## src/rtl/sixcut_pkg.sv

```systemverilog
package sixcut_pkg;

    // Datapath sizes
    localparam int CHANNELS  = 6;
    localparam int TIME_BITS = 32;
    localparam int CUR_W     = 16;
    localparam int FUNC_W    = 3;
    localparam int CFG_DW    = 32;
    localparam int ADDR_W    = 3;

    // Command codes carried by each input transaction
    typedef enum logic [FUNC_W-1:0] {
        FUNC_UPDATE   = 3'd0,
        FUNC_START    = 3'd1,
        FUNC_PAUSE    = 3'd2,
        FUNC_CONTINUE = 3'd3,
        FUNC_STOP     = 3'd4
    } t_func;

    // Register indexes (word address bit 2)
    localparam logic REG_MIN_CURRENT = 1'b0;
    localparam logic REG_MIN_TIME    = 1'b1;

    // Per-channel control from the command decode
    typedef struct packed {
        logic upd;   // accumulate while running
        logic clr;   // start or stop: clear uptime, set pass
    } t_chan_ctl;

endpackage

```

## src/rtl/sixcut_regs.sv

```systemverilog
module sixcut_regs (
    input  logic                          i_clk,
    input  logic                          i_rst_n,
    input  logic                          psel,
    input  logic                          penable,
    input  logic                          pwrite,
    input  logic [sixcut_pkg::ADDR_W-1:0] paddr,
    input  logic [sixcut_pkg::CFG_DW-1:0] pwdata,
    output logic [sixcut_pkg::CFG_DW-1:0] prdata,
    output logic                          pready,
    output logic [sixcut_pkg::CUR_W-1:0]  o_min_current,
    output logic [sixcut_pkg::TIME_BITS-1:0] o_min_time
);
    import sixcut_pkg::*;

    logic [CUR_W-1:0]     r_min_current;
    logic [TIME_BITS-1:0] r_min_time;
    logic                 w_wr;

    assign pready = 1'b1;
    assign w_wr   = psel && penable && pwrite;

    // Register writes on the access phase
    always_ff @(posedge i_clk) begin
        if (!i_rst_n) begin
            r_min_current <= '0;
            r_min_time    <= '0;
        end else if (w_wr) begin
            if (paddr[2] == REG_MIN_CURRENT) begin
                r_min_current <= pwdata[CUR_W-1:0];
            end else begin
                r_min_time <= pwdata[TIME_BITS-1:0];
            end
        end
    end

    // Read back
    always_comb begin
        prdata = '0;
        if (paddr[2] == REG_MIN_TIME) begin
            prdata = r_min_time;
        end else begin
            prdata = {{(CFG_DW-CUR_W){1'b0}}, r_min_current};
        end
    end

    assign o_min_current = r_min_current;
    assign o_min_time    = r_min_time;

endmodule

```

## src/rtl/sixcut_chan.sv

```systemverilog
module sixcut_chan (
    input  logic                             i_clk,
    input  logic                             i_rst_n,
    input  sixcut_pkg::t_chan_ctl            i_ctl,
    input  logic [sixcut_pkg::CUR_W-1:0]     i_sample,
    input  logic [sixcut_pkg::CUR_W-1:0]     i_min_current,
    input  logic [sixcut_pkg::TIME_BITS-1:0] i_min_time,
    input  logic [sixcut_pkg::TIME_BITS-1:0] i_delta,
    input  logic [sixcut_pkg::TIME_BITS-1:0] i_elapsed,
    output logic [sixcut_pkg::TIME_BITS-1:0] o_uptime,
    output logic                             o_pass
);
    import sixcut_pkg::*;

    logic [TIME_BITS-1:0] r_uptime, n_uptime;
    logic                 r_pass, n_pass;
    logic [TIME_BITS:0]   w_sum;
    logic [TIME_BITS-1:0] w_acc;
    logic [TIME_BITS-1:0] w_short;

    // Saturating accumulate when the sample meets the threshold
    assign w_sum   = {1'b0, r_uptime} + {1'b0, i_delta};
    assign w_acc   = (i_sample >= i_min_current)
                   ? (w_sum[TIME_BITS] ? '1 : w_sum[TIME_BITS-1:0])
                   : r_uptime;
    assign w_short = i_elapsed - w_acc;

    always_comb begin
        n_uptime = r_uptime;
        n_pass   = r_pass;
        if (i_ctl.clr) begin
            n_uptime = '0;
            n_pass   = 1'b1;
        end else if (i_ctl.upd) begin
            n_uptime = w_acc;
            n_pass   = (w_acc >= i_elapsed) || (w_short <= i_min_time);
        end
    end

    always_ff @(posedge i_clk) begin
        if (!i_rst_n) begin
            r_uptime <= '0;
            r_pass   <= 1'b1;
        end else begin
            r_uptime <= n_uptime;
            r_pass   <= n_pass;
        end
    end

    assign o_uptime = r_uptime;
    assign o_pass   = r_pass;

endmodule

```

## src/rtl/six_channel_current_uptime_tracker.sv

```systemverilog
// Path: an accepted input transaction is held in the input register, then computed
// into the state/result registers, which then hold the result valid.
// Throughput: one transaction per cycle; a stalled result holds the state, the
// input register keeps the next transaction and input ready drops until it moves.
// Reset (synchronous, active low): not running, times zero, all channels pass.
module six_channel_current_uptime_tracker (
    input  logic                             i_clk,
    input  logic                             i_rst_n,
    input  logic                             i_in_valid,
    output logic                             o_in_ready,
    input  logic [sixcut_pkg::FUNC_W-1:0]    i_func,
    input  logic [sixcut_pkg::TIME_BITS-1:0] i_timestamp_ms,
    input  logic [sixcut_pkg::CUR_W-1:0]     i_current_1,
    input  logic [sixcut_pkg::CUR_W-1:0]     i_current_2,
    input  logic [sixcut_pkg::CUR_W-1:0]     i_current_3,
    input  logic [sixcut_pkg::CUR_W-1:0]     i_current_4,
    input  logic [sixcut_pkg::CUR_W-1:0]     i_current_5,
    input  logic [sixcut_pkg::CUR_W-1:0]     i_current_6,
    output logic                             o_out_valid,
    input  logic                             i_out_ready,
    output logic [sixcut_pkg::CHANNELS-1:0]  o_pass_mask,
    output logic [sixcut_pkg::TIME_BITS-1:0] o_elapsed_ms,
    output logic [sixcut_pkg::TIME_BITS-1:0] o_uptime_1,
    output logic [sixcut_pkg::TIME_BITS-1:0] o_uptime_2,
    output logic [sixcut_pkg::TIME_BITS-1:0] o_uptime_3,
    output logic [sixcut_pkg::TIME_BITS-1:0] o_uptime_4,
    output logic [sixcut_pkg::TIME_BITS-1:0] o_uptime_5,
    output logic [sixcut_pkg::TIME_BITS-1:0] o_uptime_6,
    input  logic                             psel,
    input  logic                             penable,
    input  logic                             pwrite,
    input  logic [sixcut_pkg::ADDR_W-1:0]    paddr,
    input  logic [sixcut_pkg::CFG_DW-1:0]    pwdata,
    output logic [sixcut_pkg::CFG_DW-1:0]    prdata,
    output logic                             pready
);
    import sixcut_pkg::*;

    logic [CUR_W-1:0]     w_min_current;
    logic [TIME_BITS-1:0] w_min_time;

    // Input register
    logic                 r_in_valid;
    logic [FUNC_W-1:0]    r_func;
    logic [TIME_BITS-1:0] r_ts;
    logic [CUR_W-1:0]     r_cur [CHANNELS];
    logic [CUR_W-1:0]     w_cur [CHANNELS];

    // Tracker state (doubles as result register)
    logic                 r_out_valid;
    logic                 r_running, n_running;
    logic [TIME_BITS-1:0] r_start, n_start;
    logic [TIME_BITS-1:0] r_last, n_last;
    logic [TIME_BITS-1:0] r_elapsed, n_elapsed;

    logic                 w_adv;
    logic [TIME_BITS-1:0] w_delta;
    logic [TIME_BITS-1:0] w_elapsed_upd;
    t_chan_ctl            w_ctl;
    logic [TIME_BITS-1:0] w_uptime [CHANNELS];
    logic [CHANNELS-1:0]  w_pass;

    sixcut_regs u_regs (
        .i_clk         (i_clk),
        .i_rst_n       (i_rst_n),
        .psel          (psel),
        .penable       (penable),
        .pwrite        (pwrite),
        .paddr         (paddr),
        .pwdata        (pwdata),
        .prdata        (prdata),
        .pready        (pready),
        .o_min_current (w_min_current),
        .o_min_time    (w_min_time)
    );

    // Handshake: compute when an item waits and the result slot is free
    assign w_adv      = r_in_valid && (!r_out_valid || i_out_ready);
    assign o_in_ready = !r_in_valid || w_adv;

    assign w_cur[0] = i_current_1;
    assign w_cur[1] = i_current_2;
    assign w_cur[2] = i_current_3;
    assign w_cur[3] = i_current_4;
    assign w_cur[4] = i_current_5;
    assign w_cur[5] = i_current_6;

    always_ff @(posedge i_clk) begin
        if (!i_rst_n) begin
            r_in_valid <= 1'b0;
        end else if (o_in_ready) begin
            r_in_valid <= i_in_valid;
        end
    end

    always_ff @(posedge i_clk) begin
        if (i_in_valid && o_in_ready) begin
            r_func <= i_func;
            r_ts   <= i_timestamp_ms;
            r_cur  <= w_cur;
        end
    end

    // Time differences, modulo 2^TIME_BITS
    assign w_delta       = r_ts - r_last;
    assign w_elapsed_upd = r_ts - r_start;

    // Command decode
    always_comb begin
        n_running = r_running;
        n_start   = r_start;
        n_last    = r_last;
        n_elapsed = r_elapsed;
        w_ctl     = '0;
        if (w_adv) begin
            case (t_func'(r_func))
                FUNC_UPDATE: begin
                    if (r_running) begin
                        w_ctl.upd = 1'b1;
                        n_elapsed = w_elapsed_upd;
                        n_last    = r_ts;
                    end
                end
                FUNC_START: begin
                    w_ctl.clr = 1'b1;
                    n_start   = r_ts;
                    n_last    = r_ts;
                    n_running = 1'b1;
                end
                FUNC_PAUSE: begin
                    n_running = 1'b0;
                end
                FUNC_CONTINUE: begin
                    n_running = 1'b1;
                    n_last    = r_ts;
                end
                FUNC_STOP: begin
                    w_ctl.clr = 1'b1;
                    n_running = 1'b0;
                    n_elapsed = '0;
                end
                default: begin
                end
            endcase
        end
    end

    always_ff @(posedge i_clk) begin
        if (!i_rst_n) begin
            r_out_valid <= 1'b0;
            r_running   <= 1'b0;
            r_start     <= '0;
            r_last      <= '0;
            r_elapsed   <= '0;
        end else begin
            if (w_adv) begin
                r_out_valid <= 1'b1;
            end else if (i_out_ready) begin
                r_out_valid <= 1'b0;
            end
            r_running <= n_running;
            r_start   <= n_start;
            r_last    <= n_last;
            r_elapsed <= n_elapsed;
        end
    end

    // One datapath slice per probe
    for (genvar g = 0; g < CHANNELS; g++) begin : g_chan
        sixcut_chan u_chan (
            .i_clk         (i_clk),
            .i_rst_n       (i_rst_n),
            .i_ctl         (w_ctl),
            .i_sample      (r_cur[g]),
            .i_min_current (w_min_current),
            .i_min_time    (w_min_time),
            .i_delta       (w_delta),
            .i_elapsed     (w_elapsed_upd),
            .o_uptime      (w_uptime[g]),
            .o_pass        (w_pass[g])
        );
    end

    assign o_out_valid  = r_out_valid;
    assign o_pass_mask  = w_pass;
    assign o_elapsed_ms = r_elapsed;
    assign o_uptime_1   = w_uptime[0];
    assign o_uptime_2   = w_uptime[1];
    assign o_uptime_3   = w_uptime[2];
    assign o_uptime_4   = w_uptime[3];
    assign o_uptime_5   = w_uptime[4];
    assign o_uptime_6   = w_uptime[5];

endmodule

```

## config.mk

```make
export PLATFORM = sky130hd
export DESIGN_NAME = six_channel_current_uptime_tracker
export DESIGN_NICKNAME = d
export VERILOG_FILES = /design/src/rtl/sixcut_pkg.sv /design/src/rtl/sixcut_regs.sv /design/src/rtl/sixcut_chan.sv /design/src/rtl/six_channel_current_uptime_tracker.sv
export SDC_FILE = /design/constraint.sdc
export NUM_CORES = 2
export LEC_CHECK = 0
export ABC_CLOCK_PERIOD_IN_PS = 14000
export BUFFER_PORTS_ARGS = -buffer_cell sky130_fd_sc_hd__buf_4
export CORE_MARGIN = 2
export CORE_UTILIZATION = 36
export CTS_CLUSTER_DIAMETER = 30
export DETAILED_ROUTE_END_ITERATION = 8
export GPL_TIMING_DRIVEN = 0
export PLACE_DENSITY = 0.54
export SLEW_MARGIN = 20
export SYNTH_ARGS = -nofsm -noshare
export SYNTH_HDL_FRONTEND = slang
export SYNTH_SLANG_ARGS = --single-unit
export TNS_END_PERCENT = 30
```

## constraint.sdc

```tcl
create_clock -name i_clk -period 14 [get_ports i_clk]
set_input_delay 2.1 -clock i_clk [delete_from_list [all_inputs] [get_ports i_clk]]
set_output_delay 2.1 -clock i_clk [all_outputs]
set_load 0.01 [all_outputs]
```

Word-level counts from Yosys, hierarchy flattened
Cells that the tools add are included.
{"block": "totals", "output_inout_bits": 265, "n_memories": 0, "wordCells": 120, "reg_bits": 476, "mem_bits_rw": 0, "romBits": 0, "latchBits": 0, "input_bits": 173}
{"block": "classes", "n_reduce_logical": 29, "shift": 0, "mux": 24, "eq_ne": 5, "n_addsub": 14, "n_div": 0, "mul": 0, "bitwise_logic": 2, "n_lt_le_gt_ge": 18}
{"cell": "$mux 32", "n": 15}
{"cell": "$sub 32x32->32", "n": 8}
{"cell": "$add 32x32->33", "n": 6}
{"cell": "$ge 32x32->1", "n": 6}
{"cell": "$le 32x32->1", "n": 6}
{"cell": "$pmux 32 s2", "n": 2}
{"cell": "$ge 16x16->1", "n": 6}
{"cell": "$logic_or 1x1->1", "n": 8}
{"cell": "$reduce_and 2->1", "n": 4}
{"cell": "$reduce_bool 2->1", "n": 4}
{"cell": "$reduce_or 2->1", "n": 4}
{"cell": "$eq 3x2->1 const B", "n": 2}
{"cell": "$reduce_and 3->1", "n": 2}
{"cell": "$mux 1", "n": 5}
{"cell": "$logic_and 1x1->1", "n": 4}
{"cell": "$eq 3x1->1 const B", "n": 1}
{"cell": "$eq 3x3->1 const B", "n": 1}
{"cell": "$logic_not 3->1", "n": 1}
{"cell": "$logic_not 1->1", "n": 2}
{"cell": "$mux 2", "n": 1}
{"cell": "$ne 2x2->1 const B", "n": 1}
{"cell": "$not 1->1", "n": 2}
{"cell": "$pmux 1 s2", "n": 1}

Logic depth before layout (Yosys ltp)
{"block": "logic_depth", "ltp_word": 7, "mapped_depth": 46}

Modules after synthesis
Synthesis repeated with hierarchy kept, for this count alone.
{"block": "hier_totals", "cells_unflattened": 6020, "area_unflattened_um2": 49304.8}
{"module": "sixcut_chan (g_chan[1].u_chan ...)", "area_per_inst_um2": 5978.2, "cells_each": 774, "seq_area_each_um2": 660.6, "n_inst": 2}
{"module": "six_channel_current_uptime_tracker", "area_per_inst_um2": 11083.1, "cells_each": 1058, "seq_area_each_um2": 5915.7, "n_inst": 1}
{"module": "sixcut_chan (g_chan[4].u_chan)", "area_per_inst_um2": 6264.8, "cells_each": 843, "seq_area_each_um2": 660.6, "n_inst": 1}
{"module": "sixcut_chan (g_chan[5].u_chan)", "area_per_inst_um2": 6144.6, "cells_each": 793, "seq_area_each_um2": 660.6, "n_inst": 1}
{"module": "sixcut_chan (g_chan[3].u_chan)", "area_per_inst_um2": 5941.9, "cells_each": 820, "seq_area_each_um2": 660.6, "n_inst": 1}
{"module": "sixcut_chan (g_chan[0].u_chan)", "area_per_inst_um2": 5728.0, "cells_each": 728, "seq_area_each_um2": 660.6, "n_inst": 1}
{"module": "sixcut_regs", "area_per_inst_um2": 2185.8, "cells_each": 230, "seq_area_each_um2": 960.9, "n_inst": 1}

Worst setup path after synthesis
OpenSTA, ideal clock, no wires.
{"block": "synth_timing", "path_type": "register -> register", "start": "register r_ts[1]", "end": "register g_chan[0].u_chan.r_pass", "path_stages_with_launch": 44, "synth_period_minus_slack_ps": 8475, "setup_time_ps": 122, "path_slack_ps": 5525, "arrival_time_ps": 8352, "path_buffers": 2, "path_cell_list": "edfxtp_1 -> ha_1 -> nor2b_1 -> o21ai_0 -> a211o_1 -> nand2_1 -> o211ai_1 -> a21boi_0 -> nor3_1 -> nor2_1 -> o41ai_1 -> xnor2_1 -> ha_1 -> clkbuf_1 -> and3_1 -> and2_1 -> nor2b_1 -> a211oi_1 -> [... 8 more ...] -> a21oi_1 -> o21ai_0 -> a31oi_1 -> o211ai_1 -> a31oi_1 -> nor3_1 -> o41ai_2 -> o311ai_0 -> xor2_1 -> ha_1 -> nand2_1 -> nor3_1 -> and3_1 -> nand3_1 -> o221ai_1 -> a21oi_1 -> nor3_1 -> a21oi_1"}
{"block": "synth_between", "elab_chain_cells": 7, "elab_cells_between_ends": 9}
{"item": "start, declared", "line": "six_channel_current_uptime_tracker.sv:45", "source": "logic [TIME_BITS-1:0] r_ts;"}
{"item": "start signal, assigned", "line": "six_channel_current_uptime_tracker.sv:99", "source": "r_ts <= i_timestamp_ms;"}
{"item": "$sub 32x32->32", "line": "six_channel_current_uptime_tracker.sv:105", "source": "assign w_delta = r_ts - r_last;"}
{"item": "$add 32x32->33", "line": "sixcut_chan.sv:22", "source": "assign w_sum = {1'b0, r_uptime} + {1'b0, i_delta};"}
{"item": "$mux 32 (2 in series)", "line": "sixcut_chan.sv:24", "source": "? (w_sum[TIME_BITS] ? '1 : w_sum[TIME_BITS-1:0])"}
{"item": "$sub 32x32->32", "line": "sixcut_chan.sv:26", "source": "assign w_short = i_elapsed - w_acc;"}
{"item": "$le 32x32->1", "line": "sixcut_chan.sv:36", "source": "n_pass = (w_acc >= i_elapsed) || (w_short <= i_min_time);"}
{"item": "$logic_or 1x1->1 *", "line": "sixcut_chan.sv:36"}
{"item": "end signal, assigned", "line": "sixcut_chan.sv:46", "source": "r_pass <= n_pass;"}
{"item": "end, declared", "line": "sixcut_chan.sv:16", "source": "logic r_pass, n_pass;"}
Every way passes the cells marked *; elsewhere a longest branch is shown, timed or not.
A chain may end at the register's enable or synchronous reset.

Worst setup path after layout
{"block": "layout_timing", "start": "register r_ts[0]", "end": "register g_chan[4].u_chan.r_pass"}
{"block": "layout_between", "elab_chain_cells": 7, "elab_cells_between_ends": 9}
{"item": "$sub 32x32->32", "line": "six_channel_current_uptime_tracker.sv:105"}
{"item": "$add 32x32->33", "line": "sixcut_chan.sv:22"}
{"item": "$mux 32 (2 in series)", "line": "sixcut_chan.sv:24"}
{"item": "$sub 32x32->32", "line": "sixcut_chan.sv:26"}
{"item": "$le 32x32->1", "line": "sixcut_chan.sv:36"}
{"item": "$logic_or 1x1->1 *", "line": "sixcut_chan.sv:36"}
{"item": "end signal, assigned", "line": "sixcut_chan.sv:46"}
{"item": "end, declared", "line": "sixcut_chan.sv:16"}
Marked as above.

==> results summary <==
The final setup violation count is 0. Setup repair after global routing left no endpoint under its margin. After routing the design area is 57600 sq um.

The die outline area came out at 129000 sq um. In this run the worst path has a maximum fanout of 10. The count of TritonRoute iterations in the first routing pass is 8. The longest individual stage delay on the worst path is 0.65 ns. The count of nets left with antenna violations once routing finished came out at 0. The flip-flop and latch count after synthesis came out at 476.

The buffer levels on the longest clock path is 3. The run finished with clean final reports. The number of clock sinks is 476.

Leaving out fill and tap cells, the most frequent cell in the layout is sky130_fd_sc_hd__ha_1. TritonCTS built the clock tree. The global routing usage summed across all routing layers came out at 29.3%. The cell area after technology mapping came out at 45600 sq um. At the later pin of the worst-skew pair, clock insertion delay measures 0.81 ns. The count of input and output buffers came out at 432. The worst setup path is launched from a flip-flop. The fraction of the mapped netlist area in adder cells is 20.8%. In this run the post-CTS setup repair buffer count came out at 0. The clock-pin slew on the worst setup and hold paths is 0.04 ns. The HPWL after detailed placement is 159 mm.

The largest individual stage delay along the critical path comes from the cell sky130_fd_sc_hd__or4b_2. The final weighted congestion of routability-driven global placement came out at 0.959. The layout cell share with drive strength beyond 1 came out at 16.5%. The core box area is 126000 sq um. The relative slew slack is 16.9%. STA classifies the critical path endpoint as a flip-flop. Among all flip-flop cells after synthesis, the most frequent one is sky130_fd_sc_hd__dfxtp_1.

The sequential-to-total area share from yosys stat came out at 23.8%. The worst path uses 82.9% of the clock period. The area share of and/or/nand/nor cells after synthesis is 14.3%.

The aggregate negative setup slack is 0 ns. After detailed routing, the number of remaining DRC violations is 0. The worst clock skew is 0.0843 ns.

Counting flops with a built-in enable in the synthesized netlist gives 131. The number of buffers inserted for hold repair after clock tree synthesis is 0. After the last flow step, the layout net total stands at 6931. The number of hold-slack violations in the final timing report is 0.

Counting every net in the synthesized netlist gives 6296. The critical path is of the flip-flop to flip-flop type. In this run the power density over the cells is 146 nW/um^2. From left edge to right edge, the die measures 360 um. The maximum number of pins on one net before global-route repair is 51. Once the clock tree was built, the resizer swapped 0 gates to a different size. The overflow left after global routing is 0. Counting the buffers created by CTS gives 146. The area share of xor/xnor cells in the synthesized design came out at 7.42%.

The transition time at the pin with the least slew margin came out at 1.24 ns. By area, the combinational part of the netlist is dominated by compound AO/OA/AOI/OAI gates. For this run, the top clock speed supported by timing is 86.1 MHz. The multiplexer area fraction after synthesis came out at 0.115%. The max-capacitance violation count is 0. By area the synthesized netlist is led by sky130_fd_sc_hd__ha_1 (20%), sky130_fd_sc_hd__dfxtp_1 (15%), sky130_fd_sc_hd__edfxtp_1 (8.6%). Of the post-synthesis cell area, the dominant cell type holds 20.2%. The growth of design area from synthesis to finish is 26.4%. The starting density of the core came out at 36.3%. The chip height is 360 um. The data required time at the worst endpoint is 14.73 ns. In the layout the commonest cells are sky130_fd_sc_hd__ha_1 (734), sky130_fd_sc_hd__a21oi_1 (455), sky130_fd_sc_hd__nand2_1 (453). The async set-reset flop share out of synthesis came out at 0%. The site row count came out at 130. The first-pass GRT wire length came out at 281 mm.

The number of top-level pins came out at 438. Synthesis produced a netlist whose cell count is 5375. The share of the synthesized area in compound gates (AO/OA/AOI/OAI) came out at 30.1%. The final count of pins violating max slew is 0. In this run the worst hold path is classified as flip-flop to flip-flop. The total detailed-routing wirelength came out at 197 mm. The count of vias placed by the detailed router is 45900. The via count of the first global-routing pass is 43000. The smallest hold slack is 0.460 ns. The instance area after placement came out at 52400 sq um. The standby leakage power came out at 25.0 nW.

The largest total area in the synthesized netlist belongs to sky130_fd_sc_hd__ha_1. The clock tree synthesis step divided the H-tree into 4 levels. In this run, distinct cell masters in the synthesized netlist total 86. The minimum clock period after layout came out at 11.61 ns. The count of routing violations after the opening detailed-route iteration came out at 4600. The routed via count divided by cell count came out at 5.89.

The tree is rooted in a sky130_fd_sc_hd__clkbuf_16. IR analysis of the VDD net gives a maximum drop of 142 uV. The endpoint arrival time on the critical path came out at 12.34 ns.

The routed length per instance is 25.3 um. Dividing the synthesized area by the synthesized cell count gives 8.48 sq um. The number of warnings printed during yosys synthesis is 0. The initial antenna violation count came to 15.
[worst paths after layout]
kind	from	cells after the start	endpoint	slack [ns]
max	r_ts[0]	41	g_chan[4].u_chan.o_pass	2.39
min	r_start[21]	2	r_start[21]	0.46
min reg2reg	r_start[21]	2	r_start[21]	0.46
max reg2reg	r_ts[0]	41	g_chan[4].u_chan.o_pass	2.39
[synthesized netlist by cell type, drive strengths merged, types with 11 or more instances]
cell type and n:
inv 207, a221o 12, nand2b 76, or3 15, a31oi 42, nand4 106
o21a 49, nor4 12, ha 734, xor2 129, or2 13, a211oi 56
a21oi 456, buf 22, fa 14, o211ai 36, nand3 86, o21ai 294
and4 15, o21bai 62, nand2 453, dfxtp 345, and2 27, clkbuf 179
nor2 301, a21o 309, a22oi 18, o221a 172, a21boi 128, o22ai 186
nor2b 103, nor3 72, a211o 20, and3 57, a221oi 14, xnor2 257
a311oi 11, a22o 17, edfxtp 131
[critical path, delay by kind of cell, from the launching register on]
family	cells	cell delay [ns]
xor+xnor	1	0.54
fa+ha+maj	5	1.53
buf+inv	3	0.86
flops	1	0.46
compound gates	19	5.42
simple gates	13	2.73
[logic make-up (layout without fill, tap and decap cells)]
| group | after synthesis | after routing |
|---|---|---|
| compound gates | 1989 | 1989 |
| simple gates | 1361 | 1361 |
| fa+ha+maj | 748 | 748 |
| flops | 476 | 476 |
| buf+inv | 409 | 1158 |
| xor+xnor | 386 | 386 |
| mux | 5 | 5 |
| other cells | 1 | 8 |
[state kept, by name (all words and copies together) (netlist names)]
register,cells
u_regs.o_min_current,16
r_cur,96
o_elapsed_ms,32
r_last,32
r_ts,32
r_running,1
r_start,32
r_in_valid,1
o_out_valid,1
g_chan.u_chan.o_uptime,192
u_regs.o_min_time,32
g_chan.u_chan.o_pass,6
r_func,3
[stage by stage]
stage	util (%)	cells	worst slack (ns)	total power [mW]
6_report	45.9	7781	2.39	8.39
5_1_grt	45.9	7780	1.74	8.84
4_1_cts	45.9	7774	2.52	8.34
3_5_place_dp	41.7	7512	2.58	4.86
3_3_place_gp	40.5	7457	1.52	4.71
2_1_floorplan	-	5375	5.53	3.85
[cell type report]
class	count	area, sq um
fillers	12300	68000
multi-input cells	4490	33800
flip-flops and latches	476	10800
repair buffers	487	4130
clock buffers	188	4000
well taps	1650	2060
clock inverters	74	1190
plain buffers	201	798
inverters	208	781
diodes	7	17.5
[per-layer routing]
layer	global-route usage (%)	wire length [um]
met1	40.9	88900
met2	41.9	79100
met3	6.51	18400
met4	15.1	10600
met5	0	0
[power breakdown]
part           switching, mW  total (mW)  internal, mW
combinational           2.06        3.47          1.42
sequential            0.0219        1.48          1.46
clock                   1.07        3.44          2.37
(Power assumes the default switching activity.)
